[src/sv/phib_pkg.sv]
// Package for the pose history buffer: item types, stored entry type, codes and sizes.
// No dependencies; every other file of the block refers to it by scoped names.
`timescale 1ns / 1ps
`default_nettype none
package phib_pkg;

  localparam int DEPTH_DEF = 64;
  localparam int CFG_IDX_W = 2;
  localparam int PROD_W    = 65;
  localparam int DEN_W     = 32;

  localparam logic [CFG_IDX_W-1:0] CFG_RETENTION = 2'd0;
  localparam logic [CFG_IDX_W-1:0] CFG_MAX_GAP   = 2'd1;

  localparam logic [31:0] RETENTION_RST = 32'd2000;
  localparam logic [31:0] MAX_GAP_RST   = 32'd200;
  localparam logic [31:0] MS_PER_S      = 32'd1000;

  localparam logic [1:0] OP_APPEND = 2'd0;
  localparam logic [1:0] OP_POSE   = 2'd1;
  localparam logic [1:0] OP_YAW    = 2'd2;
  localparam logic [1:0] OP_NONE   = 2'd3;

  localparam logic [3:0] ST_APPENDED = 4'd0;
  localparam logic [3:0] ST_EPOCH    = 4'd1;
  localparam logic [3:0] ST_REVISED  = 4'd2;
  localparam logic [3:0] ST_OOO      = 4'd3;
  localparam logic [3:0] ST_UNSET    = 4'd4;
  localparam logic [3:0] ST_OK       = 4'd5;
  localparam logic [3:0] ST_EMPTY    = 4'd6;
  localparam logic [3:0] ST_EXPIRED  = 4'd7;
  localparam logic [3:0] ST_PENDING  = 4'd8;
  localparam logic [3:0] ST_GAP      = 4'd9;

  typedef struct packed {
    logic [1:0]         opcode;
    logic               host_clock;
    logic [31:0]        time_ms;
    logic [31:0]        epoch;
    logic signed [31:0] pos_x;
    logic signed [31:0] pos_y;
    logic signed [15:0] heading;
  } in_item_t;

  typedef struct packed {
    logic [3:0]         status;
    logic [31:0]        cur_epoch;
    logic signed [31:0] out_x;
    logic signed [31:0] out_y;
    logic signed [15:0] out_heading;
    logic signed [31:0] yaw_rate;
    logic               exact;
  } out_item_t;

  typedef struct packed {
    logic [31:0] time_ms;
    logic [31:0] pos_x;
    logic [31:0] pos_y;
    logic [15:0] heading;
  } entry_t;

endpackage
`default_nettype wire

[src/sv/phib_div.sv]
// Restoring divider, one quotient bit per cycle, for the pose history buffer.
// Depends on phib_pkg for its default widths.
`timescale 1ns / 1ps
`default_nettype none
module phib_div #(
  parameter int NW = phib_pkg::PROD_W,
  parameter int DW = phib_pkg::DEN_W
) (
  input  wire logic          clk,
  input  wire logic          rst,
  input  wire logic          start,
  input  wire logic [NW-1:0] dividend,
  input  wire logic [DW-1:0] divisor,
  output logic               done,
  output logic [NW-1:0]      quotient
);

  localparam int CNT_W = $clog2(NW + 1);

  logic [NW-1:0]    quo;
  logic [DW-1:0]    rem;
  logic [CNT_W-1:0] cnt;
  logic             busy;
  logic [DW:0]      rem_sh;
  logic             ge;
  logic [DW:0]      rem_next;

  always_comb begin
    rem_sh   = {rem, quo[NW-1]};
    ge       = rem_sh >= {1'b0, divisor};
    rem_next = ge ? rem_sh - {1'b0, divisor} : rem_sh;
  end

  always_ff @(posedge clk) begin
    if (rst) begin
      busy <= 1'b0;
      done <= 1'b0;
      cnt  <= '0;
    end else begin
      done <= 1'b0;
      if (start) begin
        quo  <= dividend;
        rem  <= '0;
        cnt  <= CNT_W'(NW);
        busy <= 1'b1;
      end else if (busy) begin
        quo <= {quo[NW-2:0], ge};
        rem <= rem_next[DW-1:0];
        cnt <= cnt - CNT_W'(1);
        if (cnt == CNT_W'(1)) begin
          busy <= 1'b0;
          done <= 1'b1;
        end
      end
    end
  end

  assign quotient = quo;

endmodule
`default_nettype wire

[config.mk]
export PLATFORM = sky130hd
export DESIGN_NAME = phib_div
export DESIGN_NICKNAME = d
export VERILOG_FILES = /design/src/sv/phib_pkg.sv /design/src/sv/phib_div.sv
export SDC_FILE = /design/constraint.sdc
export NUM_CORES = 1
export LEC_CHECK = 0
export BUFFER_PORTS_ARGS = -buffer_cell sky130_fd_sc_hd__buf_2
export CAP_MARGIN = 40
export CORE_AREA = 2 2 112 114
export CTS_CLUSTER_DIAMETER = 40
export DETAILED_ROUTE_END_ITERATION = 10
export DIE_AREA = 0 0 114 116
export PLACE_DENSITY = 0.81
export SKIP_CTS_REPAIR_TIMING = 1
export SYNTH_ARGS = -nofsm -noshare
export SYNTH_HDL_FRONTEND = slang
export SYNTH_SLANG_ARGS = --single-unit
[constraint.sdc]
create_clock -name clk -period 7.09 [get_ports clk]
set_input_delay 0.709 -clock clk [delete_from_list [all_inputs] [get_ports clk]]
set_output_delay 0.709 -clock clk [all_outputs]
set_load 0.01 [all_outputs]
==> results.md, run 1 <==
- Worst slack at placement: 3.45 ns
- CTS tree: done
- # rows: 40
- Via count: 4844
- CP startpoint kind: primary input
- DR vias/cell: 5.58
- Synth Area in Compound Gates: 0.104
- Synth Area in Simple Gates: 0.0960
- Clk sinks: around 110
- DRT Pass-1 Iters: 4
- Synth Register Bits: 106
- First-pass GRT wire length: roughly 24000 um
- Vias in the first global route: approximately 4900
- Mux cell area share after synthesis: 0.156
- Post-detail-place hpwl: about 11000 um
- Largest net degree at the start of global routing: 60
- Sequential-to-total area share from yosys stat: 0.482
- Post-synthesis xor/xnor area fraction: 0.0492
- Skew final: between 0.003 and 0.004 ns
- Worst path required time: just over 7 ns
- Die Y-Extent: approximately 120 um
- Top routing layer used: met4
- Main combinational cell family by area after synthesis: multiplexers
- Status: finished clean
- Routed wl met3: 1020 um
- Rel. slew slack: 0.533
- Worst-Skew Late Latency: 0.35 ns
- Top cell type's share of synthesized area: 0.454
- Number of distinct library cells after synthesis: 55
- Syn avg cell area: 11.5 um2
- Max frequency: between 300 and 400 MHz
- Fin nets: approximately 850
- Final setup margin: 3.81 ns
- Final ANT Viol Nets: 0
- EDFF count, synth: a little under 100
- Die span in x: around 110 um
- Endpoints failing setup: 0
- Max Transition Viols Final: 0
- # port buffers: roughly 170
- Critical-path cell list: buf_2, inv_1, ha_1, and4_1, nand2_1, nor3_1, o221ai_1, nand3_1, a21oi_2, a221oi_4, buf_4, mux2i_1, nor2_1
- Critical path class: in -> reg
- Post-synth net total: 693
- Ys async rst share: 0
- Clk buf depth: 2
- Endpoint type of the worst setup path: register
- Worst-path clk slew: approximately 0.070 ns
- Cell taking the most area after synthesis: edfxtp_1
- Post-Syn Area: 0.00641 mm2
- GPL Wtd Cong: slightly above 0.9
- Post-synthesis cell count: 558
- Final wirelength: roughly 15000 um
- CP max stage delay: approximately 0.42 ns
- Top cells by area, synth: edfxtp_1 45%, mux2_2 11%, ha_1 6.6%, mux2i_1 4.2%, nor2_1 3.9%
- Most used standard cell by instance count after synthesis: edfxtp_1
- Share of layout cells above drive strength 1: 0.362
- P&R area growth vs syn: 19.4%
- Final Critical Period: 3.28 ns
- Initial cell density of the core: 0.538
- Core Box Area: roughly 0.012 mm2
- Final setup TNS: 0 ns
- H-tree depth: 3
- GRT Total Usage: 0.232
- Synth warn: 0
- Peak supply drop: approximately 0.00016 V
- Max Cap Viol: 0
- Pleak: approximately 0.0033 uW
- Synth top cells by count: 97 x edfxtp_1, 67 x nor2_1, 65 x mux2_2, 39 x inv_1, 34 x ha_1
- Root Driver: clkbuf_16
- Max FO, Critical Path: 19
- DRC viols: 0
- Wl on met1: 6090 um
- Pwr dens: 233 mW/mm2
- Fin. Hold Viols: 0
- RSZ-0062 raised after global routing: no
- Worst Max-Slew Pin Slew: 0.700 ns
- Crit path max-delay cell type: ha_1
- Main synth FF type: edfxtp_1
- Die ar.: approximately 0.013 mm2
- Initial antenna violation count: 0
- Final worst path period share: 0.463
- Drt wl/cell: around 17 um
- Post-Synth Adder-Cell Area: 0.0695
- Worst min-delay path class: reg -> reg
- Diodes inserted: 0
- Arrival @ worst endpoint: roughly 3.4 ns
- I/O Pins: between 150 and 200
- Number of DRC markers in iteration 0: around 210
- CTS buffer count: 9
- Met2 wire length: roughly 7400 um
- Total grt overflow: 0
[cells in the final DEF (no fill, tap or decap), types with 10 or more instances in the layout]
master / instances
buf_2: 164
edfxtp_1: 97
nor2_1: 66
mux2_2: 65
inv_1: 39
ha_1: 34
mux2i_1: 27
a21oi_1: 23
nand2_1: 21
xnor2_1: 21
xor2_1: 15
o21ai_0: 13
a21o_1: 12
nor3_1: 11
a211oi_1: 10
[kinds of logic after synthesis]
logic type	count (synthesis)
simple gates	135
xor+xnor	36
compound gates	93
mux	92
buf+inv	61
fa+ha+maj	35
flops	106
[worst paths after layout]
kind / from / end / slack [ns] / depth (start not counted)
worst max-delay path: divisor[18] / rem[16] / 3.81 / 13
worst min-delay path: cnt[1] / cnt[1] / 0.49 / 2
worst max register to register: rem[17] / rem[16] / 3.84 / 11
worst min register to register: cnt[1] / cnt[1] / 0.49 / 2
[final cells by class]
class / instances / area [um2]
fillers: 934 / 4260
flip-flops and latches: 106 / 3090
multi-input cells: 391 / 3070
repair buffers: 170 / 873
clock buffers: 10 / 229
well taps: 147 / 184
inverters: 39 / 146
clock inverters: 5 / 62.6
[routing by layer]
layer / vias up / global-route usage
met4: 0 / 0.0837
li1: 2371 / -
met2: 142 / 0.408
met1: 2307 / 0.265
met5: - / 0
met3: 24 / 0.0774
[metrics by stage]
step                std cells  hold slack [ns]  area, um2  total power [uW]  utilization
floorplan                 558            0.469       6410              1170            -
global route              868            0.547       7650              1870        0.643
global placement          852            0.480       7350              1270        0.617
finish                    868            0.492       7650              1780        0.643
CTS                       868            0.491       7650              1800        0.643
detailed placement        853            0.483       7360              1290        0.618
[sequential cells by signal, summed over array words and instances (netlist names)]
register	count
busy	1
rem	32
quotient	65
cnt	7
done	1
[power by group]
| group | switching [uW] | internal, uW |
|---|---|---|
| logic | 267 | 229 |
| registers | 29.4 | 752 |
| clock network | 230 | 275 |
| total | 527 | 1260 |
[worst max-delay path: cells and delay by family]
kind / cells / cell delay, ns
compound gates: 3 / 0.65
fa+ha+maj: 1 / 0.42
buf+inv: 3 / 0.47
mux: 1 / 0.24
simple gates: 5 / 0.86
(Power assumes the default switching activity.)
==> inputs of run 2 (changes only) <==
--- a/config.mk
+++ b/config.mk
@@ -5,12 +5,13 @@
 export SDC_FILE = /design/constraint.sdc
 export NUM_CORES = 1
 export LEC_CHECK = 0
+export ABC_AREA = 1
 export BUFFER_PORTS_ARGS = -buffer_cell sky130_fd_sc_hd__buf_2
 export CAP_MARGIN = 40
-export CORE_AREA = 2 2 112 114
+export CORE_AREA = 2 2 119 121
 export CTS_CLUSTER_DIAMETER = 40
 export DETAILED_ROUTE_END_ITERATION = 10
-export DIE_AREA = 0 0 114 116
+export DIE_AREA = 0 0 121 123
 export PLACE_DENSITY = 0.81
 export SKIP_CTS_REPAIR_TIMING = 1
 export SYNTH_ARGS = -nofsm -noshare
==> constraint.sdc (replaced) <==
create_clock -name clk -period 3.4 [get_ports clk]
set_input_delay 0.34 -clock clk [delete_from_list [all_inputs] [get_ports clk]]
set_output_delay 0.34 -clock clk [all_outputs]
set_load 0.01 [all_outputs]
==> run 2 against run 1 <==
  * Total power rose by 110%
  * Clock skew grew 0.0038 ns
  * Cell count increased by 63%
  * Synthesized cell count grew 93%
  * Global-route usage is 3.5 points higher
  * Critical path type is now reg -> reg
  * Largest cell class is now multi-input gates
  * Highest routed layer unchanged
==> results.md, run 2 <==
- Worst path required time: 3.62 ns (-3.55 ns)
- Met2 Resource Use GR: 0.456 (+0.0486)
- Fin. Hold Viols: 0 (unchanged)
- Sequential-to-total area share from yosys stat: 0.411 (-0.0711)
- Cell taking the most area after synthesis: edfxtp_1
- Post-detail-place hpwl: 14800 um (+36%)
- Clk sinks: 106 (unchanged)
- Final setup TNS: 0 ns (unchanged)
- Status: finished clean
- I/O Pins: 166 (unchanged)
- Dpl cells: 1401 (+64%)
- First-pass GRT wire length: 31000 um (+29%)
- CTS tree: done
- CP max stage delay: 0.54 ns (+0.12 ns)
- Synth top cells by count: 479 x nand2_1, 170 x inv_1, 104 x nor2_1, 97 x edfxtp_1, 34 x ha_1
- Most frequent CP cell: nand2_1
- RSZ-0062 raised after global routing: no
- Worst Max-Slew Pin Slew: 0.763 ns (+0.0633 ns)
- GRT met1 Usage: 0.346 (+0.0810)
- Synth warn: 0 (unchanged)
- Worst-Skew Late Latency: 0.36 ns (about the same)
- Post-Syn Area: 0.00752 mm2 (+17%)
- GRT Total Usage: 0.267 (+0.0349)
- GPL Wtd Cong: 0.957 (+2.6%)
- Post-synthesis cell count: 1077 (+93%)
- Most frequent cells in the layout: 479 x nand2_1, 170 x inv_1, 165 x buf_2, 104 x nor2_1, 97 x edfxtp_1
- GRT Max-Usage Layer: met2
- Layout Cells excl Fill: 1418 (+63%)
- Via count: 7020 (+45%)
- CP startpoint kind: register
- EDFF count, synth: 97 (unchanged)
- Most used standard cell by instance count after synthesis: nand2_1
- DRT Pass-1 Iters: 5 (+1)
- Initial cell density of the core: 0.553 (+0.0142)
- Worst-path clk slew: 0.08 ns (about the same)
- Crit path max-delay cell type: inv_2
- Post-synthesis xor/xnor area fraction: 0.0175 (-0.0317)
- Rel. slew slack: 0.491 (-0.0422)
- Arrival @ worst endpoint: 2.86 ns (-0.51 ns)
- Top cells by area, synth: edfxtp_1 39%, nand2_1 24%, inv_1 8.5%, ha_1 5.7%, nor2_1 5.2%
- Clk buf depth: 2 (unchanged)
- Die Y-Extent: 123 um (+6.0%)
- Max FO, Critical Path: 29 (+10)
- P&R area growth vs syn: 16.8%
- Vias in the first global route: 6437 (+31%)
- Ys async rst share: 0 (unchanged)
- Fillers: 1245 (+33%)
- Critical path class: reg -> reg
- Hold slack: 0.216 ns (-0.276 ns)
- Final wirelength: 19600 um (+32%)
- Final worst path period share: 0.778
- Share of layout cells above drive strength 1: 0.176 (-0.186)
- Main synth FF type: edfxtp_1
- Post-Synth Adder-Cell Area: 0.0592 (-0.0102)
- Root Driver: clkbuf_16
- Critical-path cell list: ha_1, nand2_1, nand2_1, nand2_1, nand2_1, nand2_1, nand3_2, nand2_2, nand2_1, nand2_2, nand2_4, inv_2, nor2_1, nor2_1
- Worst min-delay path class: in -> reg
- Number of distinct library cells after synthesis: 35 (-36%)
- Final ANT Viol Nets: 0 (unchanged)
- Die span in x: 121 um (+6.1%)
- Mux cell area share after synthesis: 0 (-0.156)
- Skew final: 0.00721 ns (+0.00382 ns)
- H-tree depth: 3 (unchanged)
- Max frequency: about 380 MHz
- Initial antenna violation count: 1 (+1)
- CTS buffer count: 9 (unchanged)
- Synth Area in Compound Gates: 0.0218 (-0.0824)
- Endpoints failing setup: 0 (unchanged)
- Final Critical Period: 2.64 ns
- DR vias/cell: 4.95 (-11%)
- Max Transition Viols Final: 0 (unchanged)
- Pwr dens: 434 mW/mm2 (+86%)
- Endpoint type of the worst setup path: register
- Die ar.: 0.0149 mm2 (+13%)
- Peak supply drop: 0.000401 V (+150%)
- Total grt overflow: 0 (unchanged)
- Max Cap Viol: 0 (unchanged)
- DRC viols: 0 (unchanged)
- Top delay family on crit path: simple AND/OR/NAND/NOR gates
- Synth Register Bits: 106 (unchanged)
- Worst path bufs/invs: 1 (-2)
- Met3 Track Usage GR: 0.0521 (-0.0253)
- Number of DRC markers in iteration 0: 419 (+100%)
- Synth Area in Simple Gates: 0.380 (+0.284)
- Top cell type's share of synthesized area: 0.387 (-0.0670)
- Syn avg cell area: 6.98 um2 (-39%)
- Pleak: 0.00480 uW (+45%)
- # port buffers: 165 (unchanged)
- Largest net degree at the start of global routing: 70 (+17%)
- Drt wl/cell: 13.8 um (-19%)
- Core Box Area: 0.0136 mm2 (+14%)
- Max reg flops: 65 (unchanged)
- Post-synth net total: 1212 (+75%)
- Commonest non-fill, non-tap cell in the layout: nand2_1
- # rows: 43 (+7.5%)
- Fin nets: 1367 (+60%)
- Main combinational cell family by area after synthesis: simple AND/OR/NAND/NOR gates
run 2: cell types whose count changed in the layout (fill, tap and decap cells not counted), sizes merged, moves of 6 or more:
cell and delta:
nor2b -6, a211oi -10, nand3b +27, and2 +8
nand3 +24, a21o -12, xnor2 -20, mux2i -27
nor2 +53, nand2 +466, mux2 -65, o21ai -11
inv +134
run 2: metrics by stage:
stage	setup slack, ns	instance area, um2	util	power (uW)
6_report	0.756	8780	0.645	3820
5_1_grt	0.572	8780	0.645	4030
4_1_cts	0.770	8780	0.645	3820
3_5_place_dp	0.733	8480	0.623	2740
3_3_place_gp	0.787	8450	0.621	2720
2_1_floorplan	0.683	7530	-	2430
run 2: kinds of logic (layout without fill, tap and decap cells):
family,after synthesis,in the layout
buffers and inverters,201,361
AOI/OAI and AO/OA,30,30
other,0,1
xor gates and xnor gates,15,15
and+or+nand+nor,690,690
DFF,106,106
adders and majority gates,35,35
run 2: routing by layer:
layer / part of all wire / vias up
li1: - / 3608
met1: 0.43 / 3150
met2: 0.48 / 242
met3: 0.069 / 20
met4: 0.018 / 0
met5: 0 / -
run 2: power breakdown:
| part | switching, uW | total, uW | internal, uW |
|---|---|---|---|
| sequential | 55.4 | 1620 | 1560 |
| clock | 509 | 1090 | 583 |
| combinational | 712 | 1110 | 397 |
| total | 1280 | 3820 | 2540 |
run 2: final cells by class:
cell class              count  area (um2)  share of cell area
multi-input cells         770        3610               0.411
inverters                 173         649              0.0739
well taps                 180         225              0.0256
clock buffers              10         229              0.0261
repair buffers            172         898               0.102
diodes                      1        2.50            0.000285
flip-flops and latches    106        3090               0.352
clock inverters             6        73.8             0.00840
run 2: path summary, 6_finish.rpt:
path	start	end	slack, ns	cells past startpoint
worst max-delay path	rem[1]	rem[9]	0.76	14
worst min-delay path	rst	cnt[6]	0.22	2
worst max register to register	rem[1]	rem[9]	0.76	14
worst min register to register	cnt[6]	cnt[6]	0.47	2
==> inputs of run 3 (changes only) <==
--- a/config.mk
+++ b/config.mk
@@ -8,11 +8,11 @@
 export ABC_AREA = 1
 export BUFFER_PORTS_ARGS = -buffer_cell sky130_fd_sc_hd__buf_2
 export CAP_MARGIN = 40
-export CORE_AREA = 2 2 119 121
+export CORE_AREA = 2 2 126 128
 export CTS_CLUSTER_DIAMETER = 40
 export DETAILED_ROUTE_END_ITERATION = 10
-export DIE_AREA = 0 0 121 123
-export PLACE_DENSITY = 0.81
+export DIE_AREA = 0 0 128 130
+export PLACE_DENSITY = 0.76
 export SKIP_CTS_REPAIR_TIMING = 1
 export SYNTH_ARGS = -nofsm -noshare
 export SYNTH_HDL_FRONTEND = slang
==> constraint.sdc (replaced) <==
create_clock -name clk -period 2.3 [get_ports clk]
set_input_delay 0.23 -clock clk [delete_from_list [all_inputs] [get_ports clk]]
set_output_delay 0.23 -clock clk [all_outputs]
set_load 0.01 [all_outputs]
==> run 3 against run 2 <==
  * Worst hold slack got worse by 0.096 ns
  * Sequential power rose by 49%
  * Combinational power rose by 70%
  * Clock skew rose by 0.0019 ns
  * Flip-flop and latch count did not move
  * Die area rose by 12%
  * Critical path depth fell by 3
  * Cell count rose by 2.3%
  * Setup slack got worse by 0.68 ns
  * Fmax rose by 19%
  * Register-to-register slack got worse by 0.68 ns
  * Critical endpoint is now rem[27]
==> results.md, run 3 (same netlist as run 2, synthesis figures left out) <==
- CTS buffer count: 9 (unchanged)
- Final ANT Viol Nets: 0 (unchanged)
- Endpoints failing setup: 0 (unchanged)
- Reg2Reg Depth: 11 (-3)
- Layout Cells excl Fill: 1451 (+2.3%)
- Rel. slew slack: 0.549 (+0.0575)
- CP startpoint kind: register
- First-pass GRT wire length: 31300 um (+1.0%)
- Peak supply drop: 0.000424 V (+5.6%)
- Core Box Area: 0.0154 mm2 (+13%)
- Number of DRC markers in iteration 0: 377 (-10%)
- Via count: 7077 (+0.81%)
- Post-detail-place hpwl: 14600 um (-1.0%)
- Worst min-delay path class: in -> reg
- CTS tree: done
- H-tree depth: 3 (unchanged)
- Worst Max-Slew Pin Slew: 0.677 ns (-0.0863 ns)
- Worst slack at placement: 0.0584 ns (-0.675 ns)
- Clk buf depth: 2 (unchanged)
- Fin. Hold Viols: 0 (unchanged)
- Fin nets: 1389 (+1.6%)
- Max Transition Viols Final: 0 (unchanged)
- Multi-input logic area: 0.00404 mm2 (+12%)
- Fillers: 1421 (+14%)
- Drt wl/cell: 13.8 um (-0.19%)
- Worst-path clk slew: 0.08 ns (about the same)
- Root Driver: clkbuf_16
- Status: finished clean
- GRT Total Usage: 0.235 (-0.0313)
- Die ar.: 0.0166 mm2 (+12%)
- Die span in x: 128 um (+5.8%)
- Max reg flops: 65 (unchanged)
- Final setup TNS: 0 ns (unchanged)
- # port buffers: 165 (unchanged)
- Pwr dens: 627 mW/mm2 (+44%)
- Share of layout cells above drive strength 1: 0.234 (+0.0573)
- Max Cap Viol: 0 (unchanged)
- Clk sinks: 106 (unchanged)
- Final setup margin: 0.0723 ns (-0.684 ns)
- Initial antenna violation count: 0 (-1)
- # rows: 46 (+7.0%)
- Skew final: 0.00912 ns (+0.00191 ns)
- Hold Path Depth: 2 (unchanged)
- Seq. cell area: 0.00309 mm2 (about the same)
- Final wirelength: 20000 um (+2.1%)
- Commonest non-fill, non-tap cell in the layout: nand2_1
- Initial cell density of the core: 0.488 (-0.0649)
- Total grt overflow: 0 (unchanged)
- Dpl cells: 1424 (+1.6%)
- Final Critical Period: 2.23 ns (-0.416 ns)
- Die Y-Extent: 130 um (+5.7%)
- Max frequency: 449 MHz (+19%)
- Total Power: 5940 uW (+56%)
- Largest net degree at the start of global routing: 72 (+2.9%)
- Most frequent cells in the layout: 470 x nand2_1, 168 x inv_1, 165 x buf_2, 97 x nor2_1, 97 x edfxtp_1
- Diodes inserted: 0 (-1)
- Pleak: 0.00493 uW (+2.7%)
- GPL Wtd Cong: 0.969 (+1.3%)
- Final worst path period share: 0.969 (+0.191)
- Worst path required time: 2.42 ns (-1.20 ns)
- Arrival @ worst endpoint: 2.34 ns (-0.52 ns)
- Max FO, Critical Path: 4 (-86%)
- Endpoint type of the worst setup path: register
- P&R area growth vs syn: 25.8%
- I/O Pins: 166 (unchanged)
- DRC viols: 0 (unchanged)
- Critical path class: reg -> reg
- Worst-Skew Late Latency: 0.36 ns (about the same)
- DRT Pass-1 Iters: 5 (unchanged)
- DR vias/cell: 4.88 (-1.5%)
- Vias in the first global route: 6633 (+3.0%)
## run 3: cell types whose count changed in the layout (fill, tap and decap cells not counted), sizes merged
| cell | change |
|---|---|
| diode | -1 |
| inv | +1 |
| clkbuf | +1 |
| clkinv | -3 |
| buf | +21 |
| clkinvlp | +2 |
## run 3: where the power goes
group / internal (uW) / switching, uW
registers: 2310 / 101
clock network: 863 / 775
logic: 782 / 1110
## run 3: layout make-up
| cell class | count | area share |
|---|---|---|
| inverter | 173 | 0.0694 |
| clock buffer | 10 | 0.0242 |
| multi-input combinational | 770 | 0.427 |
| clock inverter | 6 | 0.00780 |
| tap | 192 | 0.0254 |
| sequential | 106 | 0.327 |
| timing repair buffer | 194 | 0.119 |
## run 3: path summary, 6_finish.rpt
path / from / to / slack, ns
hold reg to reg: cnt[6] / cnt[6] / 0.47
setup / recovery: rem[12] / rem[27] / 0.07
hold / removal: rst / cnt[6] / 0.12
setup reg to reg: rem[12] / rem[27] / 0.07
## run 3: per-layer routing
metal	GRT usage	wire length, um	share of wire	vias up
met5	0	0	0	-
met4	0.0666	352	0.018	0
met3	0.0533	1500	0.075	27
met2	0.399	9670	0.48	243
met1	0.305	8520	0.43	3163
li1	-	-	-	3644
## run 3: worst max-delay path: stages, from the launching register on
cell,delay [ns]
edfxtp_1,0.45
ha_4,0.32
nand2_1,0.11
nor2_1,0.26
inv_1,0.12
nor2_1,0.19
and2_1,0.15
nand2_1,0.09
nand3_1,0.10
nand2_1,0.06
nor2_1,0.10
nor2_1,0.05
## run 3: per-stage QoR
| step | hold WS (ns) | utilization | area, um2 |
|---|---|---|---|
| after floorplan | 0.299 | - | 7560 |
| after global placement | 0.453 | 0.558 | 8610 |
| after detailed placement | 0.460 | 0.558 | 8610 |
| after CTS | 0.112 | 0.578 | 8920 |
| after global routing | 0.113 | 0.613 | 9460 |
| final | 0.120 | 0.613 | 9460 |
